[src/rtl/ned_pkg.sv]
//------------------------------------------------------------------------------
// ned_pkg
// Shared types, constants and character helpers of the normalized edit
// distance matcher.
//------------------------------------------------------------------------------
`default_nettype none

package ned_pkg;

    localparam int MAX_LEN_DEF = 64;

    localparam int FUNC_W     = 2;
    localparam int CHAR_W     = 8;
    localparam int THRESH_W   = 7;
    localparam int DIST_W     = 7;
    localparam int DIST_MAX   = (2 ** DIST_W) - 1;
    localparam int S_TDATA_W  = 8;
    localparam int M_TDATA_W  = 16;

    localparam logic [THRESH_W-1:0] THRESHOLD_RST = 7'd2;

    localparam logic [FUNC_W-1:0] FUNC_APPEND_CAND = 2'd0;
    localparam logic [FUNC_W-1:0] FUNC_APPEND_REF  = 2'd1;
    localparam logic [FUNC_W-1:0] FUNC_EVAL        = 2'd2;

    // Append and clear requests for one string store
    typedef struct packed {
        logic              append;
        logic              clear;
        logic [CHAR_W-1:0] code;
    } str_ctrl_t;

    // Space, tab, LF, VT, FF and CR
    function automatic logic is_blank(input logic [CHAR_W-1:0] code);
        return (code == 8'h20) || ((code >= 8'h09) && (code <= 8'h0D));
    endfunction

    function automatic logic [CHAR_W-1:0] fold_case(input logic [CHAR_W-1:0] code);
        logic [CHAR_W-1:0] res;
        res = code;
        if ((code >= 8'h41) && (code <= 8'h5A)) begin
            res = code + 8'h20;
        end
        return res;
    endfunction

endpackage

`default_nettype wire

[src/rtl/ned_char_store.sv]
//------------------------------------------------------------------------------
// ned_char_store
// One normalized string: character memory with its fill length. Blanks are
// dropped, upper case is lowered, appends to a full string raise drop.
//------------------------------------------------------------------------------
`default_nettype none

module ned_char_store #(
    parameter int MAX_LEN = ned_pkg::MAX_LEN_DEF,
    parameter int LEN_W   = $clog2(MAX_LEN + 1),
    parameter int ADDR_W  = (MAX_LEN > 1) ? $clog2(MAX_LEN) : 1
) (
    input  wire                          aclk,
    input  wire                          aresetn,
    input  wire  ned_pkg::str_ctrl_t     ctrl,
    input  wire                          rd_en,
    input  wire  [ADDR_W-1:0]            rd_addr,
    output logic [ned_pkg::CHAR_W-1:0]   rd_data,
    output logic [LEN_W-1:0]             length,
    output logic                         drop
);

    logic [ned_pkg::CHAR_W-1:0] mem [MAX_LEN];
    logic [ned_pkg::CHAR_W-1:0] rd_data_reg;
    logic [LEN_W-1:0]           len_reg;
    logic [LEN_W-1:0]           len_next;
    logic                       keep;
    logic                       full;
    logic                       wr_en;

    assign keep  = ctrl.append && !ned_pkg::is_blank(ctrl.code);
    assign full  = (len_reg == LEN_W'(MAX_LEN));
    assign wr_en = keep && !full;
    assign drop  = keep && full;

    always_comb begin
        len_next = len_reg;
        if (ctrl.clear) begin
            len_next = '0;
        end else if (wr_en) begin
            len_next = len_reg + LEN_W'(1);
        end
    end

    always_ff @(posedge aclk) begin
        if (!aresetn) begin
            len_reg <= '0;
        end else begin
            len_reg <= len_next;
        end
    end

    always_ff @(posedge aclk) begin
        if (wr_en) begin
            mem[len_reg[ADDR_W-1:0]] <= ned_pkg::fold_case(ctrl.code);
        end
        if (rd_en) begin
            rd_data_reg <= mem[rd_addr];
        end
    end

    assign rd_data = rd_data_reg;
    assign length  = len_reg;

endmodule

`default_nettype wire

[src/rtl/ned_cost_mem.sv]
//------------------------------------------------------------------------------
// ned_cost_mem
// Working cost row of the distance table: one write port and one registered
// read port.
//------------------------------------------------------------------------------
`default_nettype none

module ned_cost_mem #(
    parameter int DEPTH  = ned_pkg::MAX_LEN_DEF,
    parameter int ADDR_W = (DEPTH > 1) ? $clog2(DEPTH) : 1,
    parameter int DATA_W = $clog2(DEPTH + 1)
) (
    input  wire                 aclk,
    input  wire                 wr_en,
    input  wire  [ADDR_W-1:0]   wr_addr,
    input  wire  [DATA_W-1:0]   wr_data,
    input  wire                 rd_en,
    input  wire  [ADDR_W-1:0]   rd_addr,
    output logic [DATA_W-1:0]   rd_data
);

    logic [DATA_W-1:0] mem [DEPTH];
    logic [DATA_W-1:0] rd_data_reg;

    always_ff @(posedge aclk) begin
        if (wr_en) begin
            mem[wr_addr] <= wr_data;
        end
        if (rd_en) begin
            rd_data_reg <= mem[rd_addr];
        end
    end

    assign rd_data = rd_data_reg;

endmodule

`default_nettype wire

[src/rtl/normalized_edit_distance_matcher.sv]
//------------------------------------------------------------------------------
// normalized_edit_distance_matcher
// Levenshtein distance between a candidate and a reference string built up
// one character per transfer.
//------------------------------------------------------------------------------
// Appends (tuser 0 candidate, 1 reference) are accepted back to back while
// idle. An evaluate (tuser 2) holds the input until its result is loaded
// into the output register; when either string is empty the table walk is
// skipped. The cost row lives in one memory with a single read and a single
// write port, so the table is walked one cell per cycle, with an extra ROW
// state per row to fetch that row's candidate character. The result sits
// in an output register, so further appends are taken while it waits.
`default_nettype none

module normalized_edit_distance_matcher #(
    parameter int MAX_LEN = ned_pkg::MAX_LEN_DEF
) (
    input  wire                              aclk,
    input  wire                              aresetn,
    // configuration: threshold
    input  wire                              cfg_valid,
    output logic                             cfg_ready,
    input  wire  [ned_pkg::THRESH_W-1:0]     cfg_data,
    // input stream
    input  wire                              s_tvalid,
    output logic                             s_tready,
    input  wire  [ned_pkg::S_TDATA_W-1:0]    s_tdata,   // [7:0] char_code
    input  wire  [ned_pkg::FUNC_W-1:0]       s_tuser,   // [1:0] func
    // result stream
    output logic                             m_tvalid,
    input  wire                              m_tready,
    output logic [ned_pkg::M_TDATA_W-1:0]    m_tdata    // [6:0] distance, [7] similar,
                                                        // [8] overflow, [15:9] zero
);

    localparam int LEN_W  = $clog2(MAX_LEN + 1);
    localparam int ADDR_W = (MAX_LEN > 1) ? $clog2(MAX_LEN) : 1;
    localparam int COST_W = LEN_W;
    localparam int CMP_W  = (COST_W > ned_pkg::DIST_W) ? COST_W : ned_pkg::DIST_W;

    localparam logic [2:0] ST_IDLE  = 3'd0;
    localparam logic [2:0] ST_ROW   = 3'd1;
    localparam logic [2:0] ST_CELL  = 3'd2;
    localparam logic [2:0] ST_FLUSH = 3'd3;
    localparam logic [2:0] ST_DONE  = 3'd4;

    logic [2:0]                    state_reg, state_next;
    logic [ADDR_W-1:0]             row_reg, row_next;
    logic [ADDR_W-1:0]             col_reg, col_next;
    logic [LEN_W-1:0]              m_len_reg, m_len_next;
    logic [LEN_W-1:0]              n_len_reg, n_len_next;
    logic                          dropped_reg, dropped_next;
    logic                          run_ovf_reg, run_ovf_next;
    logic                          p_vld_reg;
    logic [ADDR_W-1:0]             p_col_reg;
    logic                          p_first_reg;
    logic [COST_W-1:0]             diag_reg, diag_next;
    logic [COST_W-1:0]             left_reg, left_next;
    logic [COST_W-1:0]             dist_reg, dist_next;
    logic [ned_pkg::THRESH_W-1:0]  threshold_reg;
    logic                          m_tvalid_reg, m_tvalid_next;
    logic [ned_pkg::DIST_W-1:0]    m_dist_reg, m_dist_next;
    logic                          m_sim_reg, m_sim_next;
    logic                          m_ovf_reg, m_ovf_next;

    logic                          in_xfer;
    logic [ned_pkg::FUNC_W-1:0]    func;
    ned_pkg::str_ctrl_t            cand_ctrl, ref_ctrl;
    logic                          cand_rd_en, cell_rd_en;
    logic [ned_pkg::CHAR_W-1:0]    cand_char, ref_char;
    logic [LEN_W-1:0]              cand_len, ref_len;
    logic                          cand_drop, ref_drop;
    logic [COST_W-1:0]             cost_rd;
    logic [COST_W-1:0]             above;
    logic [COST_W-1:0]             best;
    logic [COST_W-1:0]             new_cost;
    logic                          col_last, row_last;
    logic                          out_load;
    logic [CMP_W-1:0]              dist_ext;

    assign cfg_ready = 1'b1;
    assign s_tready  = (state_reg == ST_IDLE);
    assign in_xfer   = s_tvalid && s_tready;
    assign func      = s_tuser;

    always_comb begin
        cand_ctrl.append = in_xfer && (func == ned_pkg::FUNC_APPEND_CAND);
        cand_ctrl.clear  = in_xfer && (func == ned_pkg::FUNC_EVAL);
        cand_ctrl.code   = s_tdata[ned_pkg::CHAR_W-1:0];
        ref_ctrl.append  = in_xfer && (func == ned_pkg::FUNC_APPEND_REF);
        ref_ctrl.clear   = in_xfer && (func == ned_pkg::FUNC_EVAL);
        ref_ctrl.code    = s_tdata[ned_pkg::CHAR_W-1:0];
    end

    assign cand_rd_en = (state_reg == ST_ROW);
    assign cell_rd_en = (state_reg == ST_CELL);

    ned_char_store #(
        .MAX_LEN (MAX_LEN),
        .LEN_W   (LEN_W),
        .ADDR_W  (ADDR_W)
    ) u_cand (
        .aclk    (aclk),
        .aresetn (aresetn),
        .ctrl    (cand_ctrl),
        .rd_en   (cand_rd_en),
        .rd_addr (row_reg),
        .rd_data (cand_char),
        .length  (cand_len),
        .drop    (cand_drop)
    );

    ned_char_store #(
        .MAX_LEN (MAX_LEN),
        .LEN_W   (LEN_W),
        .ADDR_W  (ADDR_W)
    ) u_ref (
        .aclk    (aclk),
        .aresetn (aresetn),
        .ctrl    (ref_ctrl),
        .rd_en   (cell_rd_en),
        .rd_addr (col_reg),
        .rd_data (ref_char),
        .length  (ref_len),
        .drop    (ref_drop)
    );

    // Entry j holds the cost of column j+1; column zero is implied by the row.
    ned_cost_mem #(
        .DEPTH   (MAX_LEN),
        .ADDR_W  (ADDR_W),
        .DATA_W  (COST_W)
    ) u_cost (
        .aclk    (aclk),
        .wr_en   (p_vld_reg),
        .wr_addr (p_col_reg),
        .wr_data (new_cost),
        .rd_en   (cell_rd_en),
        .rd_addr (col_reg),
        .rd_data (cost_rd)
    );

    // Cell update; the first row sees the initial row j+1 instead of memory.
    always_comb begin
        above = p_first_reg ? (COST_W'(p_col_reg) + COST_W'(1)) : cost_rd;
        best  = above;
        if (left_reg < best) begin
            best = left_reg;
        end
        if (diag_reg < best) begin
            best = diag_reg;
        end
        new_cost = (cand_char == ref_char) ? diag_reg : (best + COST_W'(1));
    end

    assign col_last = (LEN_W'(col_reg) == (n_len_reg - LEN_W'(1)));
    assign row_last = (LEN_W'(row_reg) == (m_len_reg - LEN_W'(1)));

    assign dist_ext = CMP_W'(dist_reg);
    assign out_load = (state_reg == ST_DONE) && (!m_tvalid_reg || m_tready);

    always_comb begin
        state_next    = state_reg;
        row_next      = row_reg;
        col_next      = col_reg;
        m_len_next    = m_len_reg;
        n_len_next    = n_len_reg;
        dropped_next  = dropped_reg || cand_drop || ref_drop;
        run_ovf_next  = run_ovf_reg;
        diag_next     = diag_reg;
        left_next     = left_reg;
        dist_next     = dist_reg;
        m_tvalid_next = m_tvalid_reg && !m_tready;
        m_dist_next   = m_dist_reg;
        m_sim_next    = m_sim_reg;
        m_ovf_next    = m_ovf_reg;

        if (p_vld_reg) begin
            left_next = new_cost;
            diag_next = above;
            dist_next = new_cost;
        end

        unique case (state_reg)
            ST_IDLE: begin
                if (cand_ctrl.clear) begin
                    m_len_next   = cand_len;
                    n_len_next   = ref_len;
                    run_ovf_next = dropped_reg;
                    dropped_next = 1'b0;
                    row_next     = '0;
                    if ((cand_len == '0) || (ref_len == '0)) begin
                        // one side empty: distance is the other length
                        dist_next  = COST_W'(cand_len + ref_len);
                        state_next = ST_DONE;
                    end else begin
                        state_next = ST_ROW;
                    end
                end
            end
            ST_ROW: begin
                // seed the row; overrides the tail cell of the previous row
                diag_next  = COST_W'(row_reg);
                left_next  = COST_W'(row_reg) + COST_W'(1);
                col_next   = '0;
                state_next = ST_CELL;
            end
            ST_CELL: begin
                if (col_last) begin
                    if (row_last) begin
                        state_next = ST_FLUSH;
                    end else begin
                        row_next   = row_reg + ADDR_W'(1);
                        state_next = ST_ROW;
                    end
                end else begin
                    col_next = col_reg + ADDR_W'(1);
                end
            end
            ST_FLUSH: begin
                state_next = ST_DONE;
            end
            ST_DONE: begin
                if (out_load) begin
                    m_tvalid_next = 1'b1;
                    m_dist_next   = (dist_ext > CMP_W'(ned_pkg::DIST_MAX))
                                    ? ned_pkg::DIST_W'(ned_pkg::DIST_MAX)
                                    : ned_pkg::DIST_W'(dist_ext);
                    m_sim_next    = (dist_ext <= CMP_W'(threshold_reg));
                    m_ovf_next    = run_ovf_reg;
                    state_next    = ST_IDLE;
                end
            end
            default: begin
                state_next = ST_IDLE;
            end
        endcase
    end

    always_ff @(posedge aclk) begin
        if (!aresetn) begin
            state_reg     <= ST_IDLE;
            dropped_reg   <= 1'b0;
            p_vld_reg     <= 1'b0;
            m_tvalid_reg  <= 1'b0;
            threshold_reg <= ned_pkg::THRESHOLD_RST;
        end else begin
            state_reg    <= state_next;
            dropped_reg  <= dropped_next;
            p_vld_reg    <= cell_rd_en;
            m_tvalid_reg <= m_tvalid_next;
            if (cfg_valid && cfg_ready) begin
                threshold_reg <= cfg_data;
            end
        end
    end

    always_ff @(posedge aclk) begin
        row_reg     <= row_next;
        col_reg     <= col_next;
        m_len_reg   <= m_len_next;
        n_len_reg   <= n_len_next;
        run_ovf_reg <= run_ovf_next;
        diag_reg    <= diag_next;
        left_reg    <= left_next;
        dist_reg    <= dist_next;
        m_dist_reg  <= m_dist_next;
        m_sim_reg   <= m_sim_next;
        m_ovf_reg   <= m_ovf_next;
        if (cell_rd_en) begin
            p_col_reg   <= col_reg;
            p_first_reg <= (row_reg == '0);
        end
    end

    assign m_tvalid = m_tvalid_reg;
    assign m_tdata  = {7'd0, m_ovf_reg, m_sim_reg, m_dist_reg};

endmodule

`default_nettype wire
[config.mk]
export PLATFORM = sky130hd
export DESIGN_NAME = normalized_edit_distance_matcher
export DESIGN_NICKNAME = d
export VERILOG_FILES = /design/src/rtl/ned_pkg.sv /design/src/rtl/ned_char_store.sv /design/src/rtl/ned_cost_mem.sv /design/src/rtl/normalized_edit_distance_matcher.sv
export SDC_FILE = /design/constraint.sdc
export NUM_CORES = 2
export LEC_CHECK = 0
export BUFFER_PORTS_ARGS = -buffer_cell sky130_fd_sc_hd__buf_2
export CELL_PAD_IN_SITES_DETAIL_PLACEMENT = 1
export CELL_PAD_IN_SITES_GLOBAL_PLACEMENT = 1
export CORE_AREA = 4 4 289 574
export CTS_CLUSTER_SIZE = 14
export DETAILED_ROUTE_END_ITERATION = 6
export DIE_AREA = 0 0 293 578
export GPL_ROUTABILITY_DRIVEN = 0
export PLACE_DENSITY_LB_ADDON = 0.1
export SYNTH_ARGS = -nofsm -noshare
export SYNTH_HDL_FRONTEND = slang
export SYNTH_HIERARCHICAL = 1
export SYNTH_SLANG_ARGS = --single-unit
[constraint.sdc]
create_clock -name aclk -period 10.5 [get_ports aclk]
set_clock_uncertainty 0.2 [all_clocks]
set_input_delay 2.625 -clock aclk [delete_from_list [all_inputs] [get_ports aclk]]
set_output_delay 2.625 -clock aclk [all_outputs]
set_load 0.1 [all_outputs]
After elaboration in Yosys (flattened, before gate mapping):

Memory sizes are Yosys's and may differ from the RTL's. A register that Yosys moved wholly into a read port is not among the register bits.
Index checks and enable logic that the tools add are counted.
Widths: inputs -> output; s select.

* multipliers: 0
* divide/modulo/power cells: 0
* order comparisons: 8
* reduce and logical (&&, ||, !) cells: 38
* equal/unequal tests: 17
* shift-type cells: 0
* bitwise gates (word level): 1
* add/subtract/negate cells: 11
* mux-type cells: 37

Operators by type and width (number)
* $mux 7: 10
* $mux 6: 6
* $mux 8: 3
* $pmux 6 s2: 2
* $add 7x1->7 const B: 3
* $pmux 3 s5: 1
* $add 6x1->7 const B: 2
* $eq 6x7->1: 2
* $eq 7x7->1 const B: 2
* $logic_and 1x1->1: 14
* $logic_not 7->1: 2
* $lt 7x7->1: 2
* $sub 7x1->7 const B: 2
* $add 6x1->6 const B: 2
* $mux 3: 4
* $mux 1: 10
* $add 8x6->8 const B: 1
* $eq 8x6->1 const B: 1
* $eq 8x8->1: 1
* $ge 8x4->1 const B: 1
* $ge 8x7->1 const B: 1
* $le 8x4->1 const B: 1
* $le 8x7->1 const B: 1
* $add 7x7->7: 1
* other kinds (21): 37

* bits in latches: 0
* register bits: 91
* bits in read-only memories: 0
* RAM bits: 1472
* memories: 3

Memories
* u_cand.mem: depth 64, width 8, rd ports 1, clocked after memory_dff 1, write ports 1, RTL line ned_char_store.sv:23 `logic [ned_pkg::CHAR_W-1:0] mem [MAX_LEN];`
* u_ref.mem: depth 64, width 8, rd ports 1, clocked after memory_dff 1, write ports 1, RTL line ned_char_store.sv:23
* u_cost.mem: depth 64, width 7, rd ports 1, clocked after memory_dff 1, write ports 1, RTL line ned_cost_mem.sv:22 `logic [DATA_W-1:0] mem [DEPTH];`

Longest topological paths before layout:

* word-level depth: 12
* gate-level depth with buffers: 26
* mapped depth without buffers: 25

Cells and area by module:

The synthesis kept the hierarchy.

Modules (own cells, without submodules)
* ned_char_store (u_ref): area each 20713.6 µm², instances 1, cells an instance 1023, seq. area each 15755.1 µm²
* ned_char_store (u_cand): area each 20599.8 µm², instances 1, cells an instance 991, seq. area each 15755.1 µm²
* ned_cost_mem: area each 17705.7 µm², instances 1, cells an instance 827, seq. area each 13663.1 µm²
* normalized_edit_distance_matcher: area each 5104.9 µm², instances 1, cells an instance 537, seq. area each 2102.0 µm²

Worst setup path before layout:

No wires, ideal clock.

* kind: register to register
* start point: reg p_col_reg[0]
* end point: mem u_cost/mem[0][2] (netlist bit) (data pin)
* setup time: 0.721 ns
* path buffers: 0
* stages on the path, launching flop included: 20
* data arrival time: 6.875 ns
* path slack: 2.704 ns
* clock period less this slack: 7.796 ns
* cell sequence: edfxtp_1 ha_1 mux2_2 inv_1 ha_1 o21a_1 a21oi_1 o211ai_2 a31oi_2 mux2i_1 ha_1 nor2b_1 o21ai_0 nand2b_1 a31o_2 nor2_1 o21ai_0 ha_1 xnor2_1 o21ai_0

* cells in the longest elaborated chain, start to end: 8

Ends and longest elaborated chain
* start: declaration: RTL line normalized_edit_distance_matcher.sv:55 `logic [ADDR_W-1:0] p_col_reg;`
* start signal: assignment: RTL line normalized_edit_distance_matcher.sv:271 `p_col_reg <= col_reg;`
* $add 6x1->7 (*): RTL line normalized_edit_distance_matcher.sv:145 `above = p_first_reg ? (COST_W'(p_col_reg) + COST_W'(1)) : cost_rd;`
* $mux 7 (*): RTL line normalized_edit_distance_matcher.sv:145
* $lt 7x7->1: RTL line normalized_edit_distance_matcher.sv:147 `if (left_reg < best) begin`
* $mux 7 (*): RTL line normalized_edit_distance_matcher.sv:147
* $lt 7x7->1: RTL line normalized_edit_distance_matcher.sv:150 `if (diag_reg < best) begin`
* $mux 7 (*): RTL line normalized_edit_distance_matcher.sv:150
* $add 7x1->7 (*): RTL line normalized_edit_distance_matcher.sv:153 `new_cost = (cand_char == ref_char) ? diag_reg : (best + COST_W'(1));`
* $mux 7 (*): RTL line normalized_edit_distance_matcher.sv:153
* via new_cost[2]: RTL line normalized_edit_distance_matcher.sv:76 `logic [COST_W-1:0] new_cost;`
* end: declaration: RTL line ned_cost_mem.sv:22

Mark *: on every way through the listed nets, which the timed path passes. The rest lies on a longest branch.

Final worst setup path:

* start point: reg p_col_reg[1]
* end point: mem u_cost/mem[7][6] (netlist bit) (data pin)

Same word-level chain as after synthesis.

==> results.cfg <==
[global_routing]
groute.usage.overall_pct = 21.1
antenna_found_initial = 3
grt_overflow = 0
grt_start_max_net_pins = 122
grt_pass1_vias = 35800
grt_pass1_wl_mm = 259

[synth]
synthTopCellsByArea = edfxtp_1, mux4_2, nor2_1
avgSynthCellArea_sq_um = 19.0
synth_top_area_share_pct = 72.6
synthCells = 3378
synth-compound-area-share_pct = 3.70
synth_area_sq_mm = 0.0641
synth.distinct_cells = 92
synth_edf_count = 1551
yosysTopAreaCell = edfxtp_1
ys_warn_count = 6
yosys.area_share.simple_pct = 5.28
synth_xor_area_share_pct = 0.669
ys_seq_area_share_pct = 73.7
synthAdderAreaFrac_pct = 0.695
synthFlopType = edfxtp_1
ys_ff_latch = 1586
muxShareOfSynthArea_pct = 14.0
synth_top_family_by_area = multiplexers
synthArstFlopShare_pct = 0

[timing]
finalCriticalPeriod_ns = 7.16
fmax_ghz = 0.140
rsz0062_at_grt = no
drv_slew = 0
tightestPinTransition_ns = 1.24
fin_crit_sh_pct = 68.2
setup_tns_ns = 0
hold_violations = 0
postLayoutSetupSlackWorst_ns = 3.34
maxSlewHeadroom_pct = 17.0
finalSetupViolCount = 0

[clock_tree]
cts_resized = 0
ctsHoldBuffers = 0
cts_buffers = 154
post-cts-setup-buffers = 0
root_buffer = clkbuf_16
insertion_delay_ns = 0.79
clk_path_buf_depth = 4
cts_tree = done
cts_sinks = 1586
clkTransAtPathRegs_ns = 0.06
htreeDepth = 4

[placed_design]
portBuffers = 32
hpwl_mm = 121
pre_cts_ws_ns = 3.19

[die]
start_util_pct = 39.6
num_rows = 209
die_y_microns = 578
dieArea_sq_mm = 0.169
io_pins = 41
die_width_microns = 293
core_area_sq_mm = 0.162

[route]
vias = 32200
first_pass_iters = 5
routed_wl_mm = 179
via_per_inst = 5.70
drc = 0
ant_nets = 0
dr.first_iter.drc_count = 2415
wl_per_cell_microns = 31.8

[final_layout]
layout_common_cells = edfxtp_1, mux4_2, nor2_1
areaGrowthSynthToFinish_pct = 10.8
drive_gt1_share_pct = 19.9
multi_input_area_sq_mm = 0.0157
nets = 3492
largestRegisters = u_cand/mem (512), u_ref/mem (512), u_cost/mem (448)
final_common_cell = edfxtp_1
fill_cells = 15000
final-seq-area_sq_mm = 0.0473

[flow_run]
max-cap-violations = 0

[pwr]
power_density_mw_per_mm2 = 179
leakage_nw = 22.5
ir_drop_v = 0.000135

[run_status]
status = complete, no violations

[critical_path]
rr_worst_depth = 22
crit_path_start = p_col_reg[1]$_DFFE_PP_
startpoint_type = flop
critPathMaxFanout = 64
critPathCaptureType = flop
worst_ep_arrival_time_ns = 7.37
cp.required_ns = 10.72
path_class = flop to flop
r2r-start = p_col_reg[1]$_DFFE_PP_

[hold_path]
hold_path.startpoint = run_ovf_reg$_DFFE_PP_
min_path_type = flop to flop
hold_depth = 0
==> cells in the mapped netlist, types with 12 or more instances <==
master	instances
nor2b_1	37
nand3_1	66
buf_4	32
inv_1	42
buf_6	22
nand4_1	19
nand3b_1	16
o21ai_1	12
mux2i_1	60
a21oi_1	63
o221ai_1	20
o21ai_0	23
nor3_1	30
mux4_2	364
dfxtp_1	35
xor2_1	24
clkbuf_1	82
nand2_1	101
nor3b_1	12
a22oi_1	34
a211oi_1	14
ha_1	34
edfxtp_1	1551
xnor2_1	25
buf_2	46
nand2b_1	46
a31oi_1	20
o31ai_1	15
mux2_2	14
o22ai_1	39
and3_1	15
nor2_1	291
==> per-layer routing <==
layer	track usage (%)	vias up	share of wire, %
li1	-	13800	-
met1	22.5	17400	34
met2	42.2	632	58
met3	1.94	310	2.6
met4	8.37	0	4.5
met5	0	-	0
==> critical path, stage by stage (launching register included) <==
cell,delay (ns)
edfxtp_1,0.56
ha_1,0.30
xnor2_1,0.14
a21oi_1,0.24
inv_1,0.09
ha_1,0.27
o21a_1,0.11
a21oi_1,0.18
o211ai_2,0.18
a31oi_2,0.57
mux2i_1,0.38
ha_1,0.32
nor2b_1,0.14
o21ai_0,0.20
nand2b_1,0.13
a31o_2,0.26
nor2_1,0.41
o21ai_0,0.21
ha_1,0.32
and3_1,0.19
o41ai_1,0.38
a221oi_2,0.13
inv_2,0.79
==> layout make-up <==
class	count	share of cell area, %
tap	2110	3.71
multi-input combinational	1563	22.0
sequential	1586	66.5
antenna	2	0.00704
clock inverter	62	0.820
clock buffer	193	5.75
inverter	44	0.232
timing repair buffer	86	0.919
==> final timing paths <==
check / end / slack [ns]
worst max-delay path: u_cost/mem[7][6]$_DFFE_PP_ / 3.34
worst min-delay path: m_ovf_reg$_DFFE_PP_ / 0.23
worst max register to register: u_cost/mem[7][6]$_DFFE_PP_ / 3.34
worst min register to register: m_ovf_reg$_DFFE_PP_ / 0.23
==> kinds of logic after synthesis <==
kind of cell / Yosys count
simple gates: 699
other cells: 2
buf+inv: 235
flops: 1586
xor+xnor: 49
fa+ha+maj: 35
compound gates: 334
mux: 438
==> power by group <==
group / switching, mW / internal (mW)
Sequential: 0.0125 / 6.96
Combinational: 0.299 / 0.107
Clock: 2.32 / 2.99
==> per-stage QoR <==
| step | area, sq um | power, mW | cells | hold WS [ns] | util, % |
|---|---|---|---|---|---|
| final | 71100 | 12.7 | 5646 | 0.232 | 43.9 |
| after CTS | 71000 | 12.9 | 5643 | 0.236 | 43.9 |
| after detailed placement | 66400 | 7.53 | 5388 | 0.221 | 41.0 |
| after global routing | 71100 | 13.1 | 5645 | 0.252 | 43.9 |
| after global placement | 66400 | 7.52 | 5388 | 0.218 | 41.0 |
| after floorplan | 64100 | 7.33 | 3384 | 0.200 | - |
No activity file was read; power rests on OpenSTA's default activity.
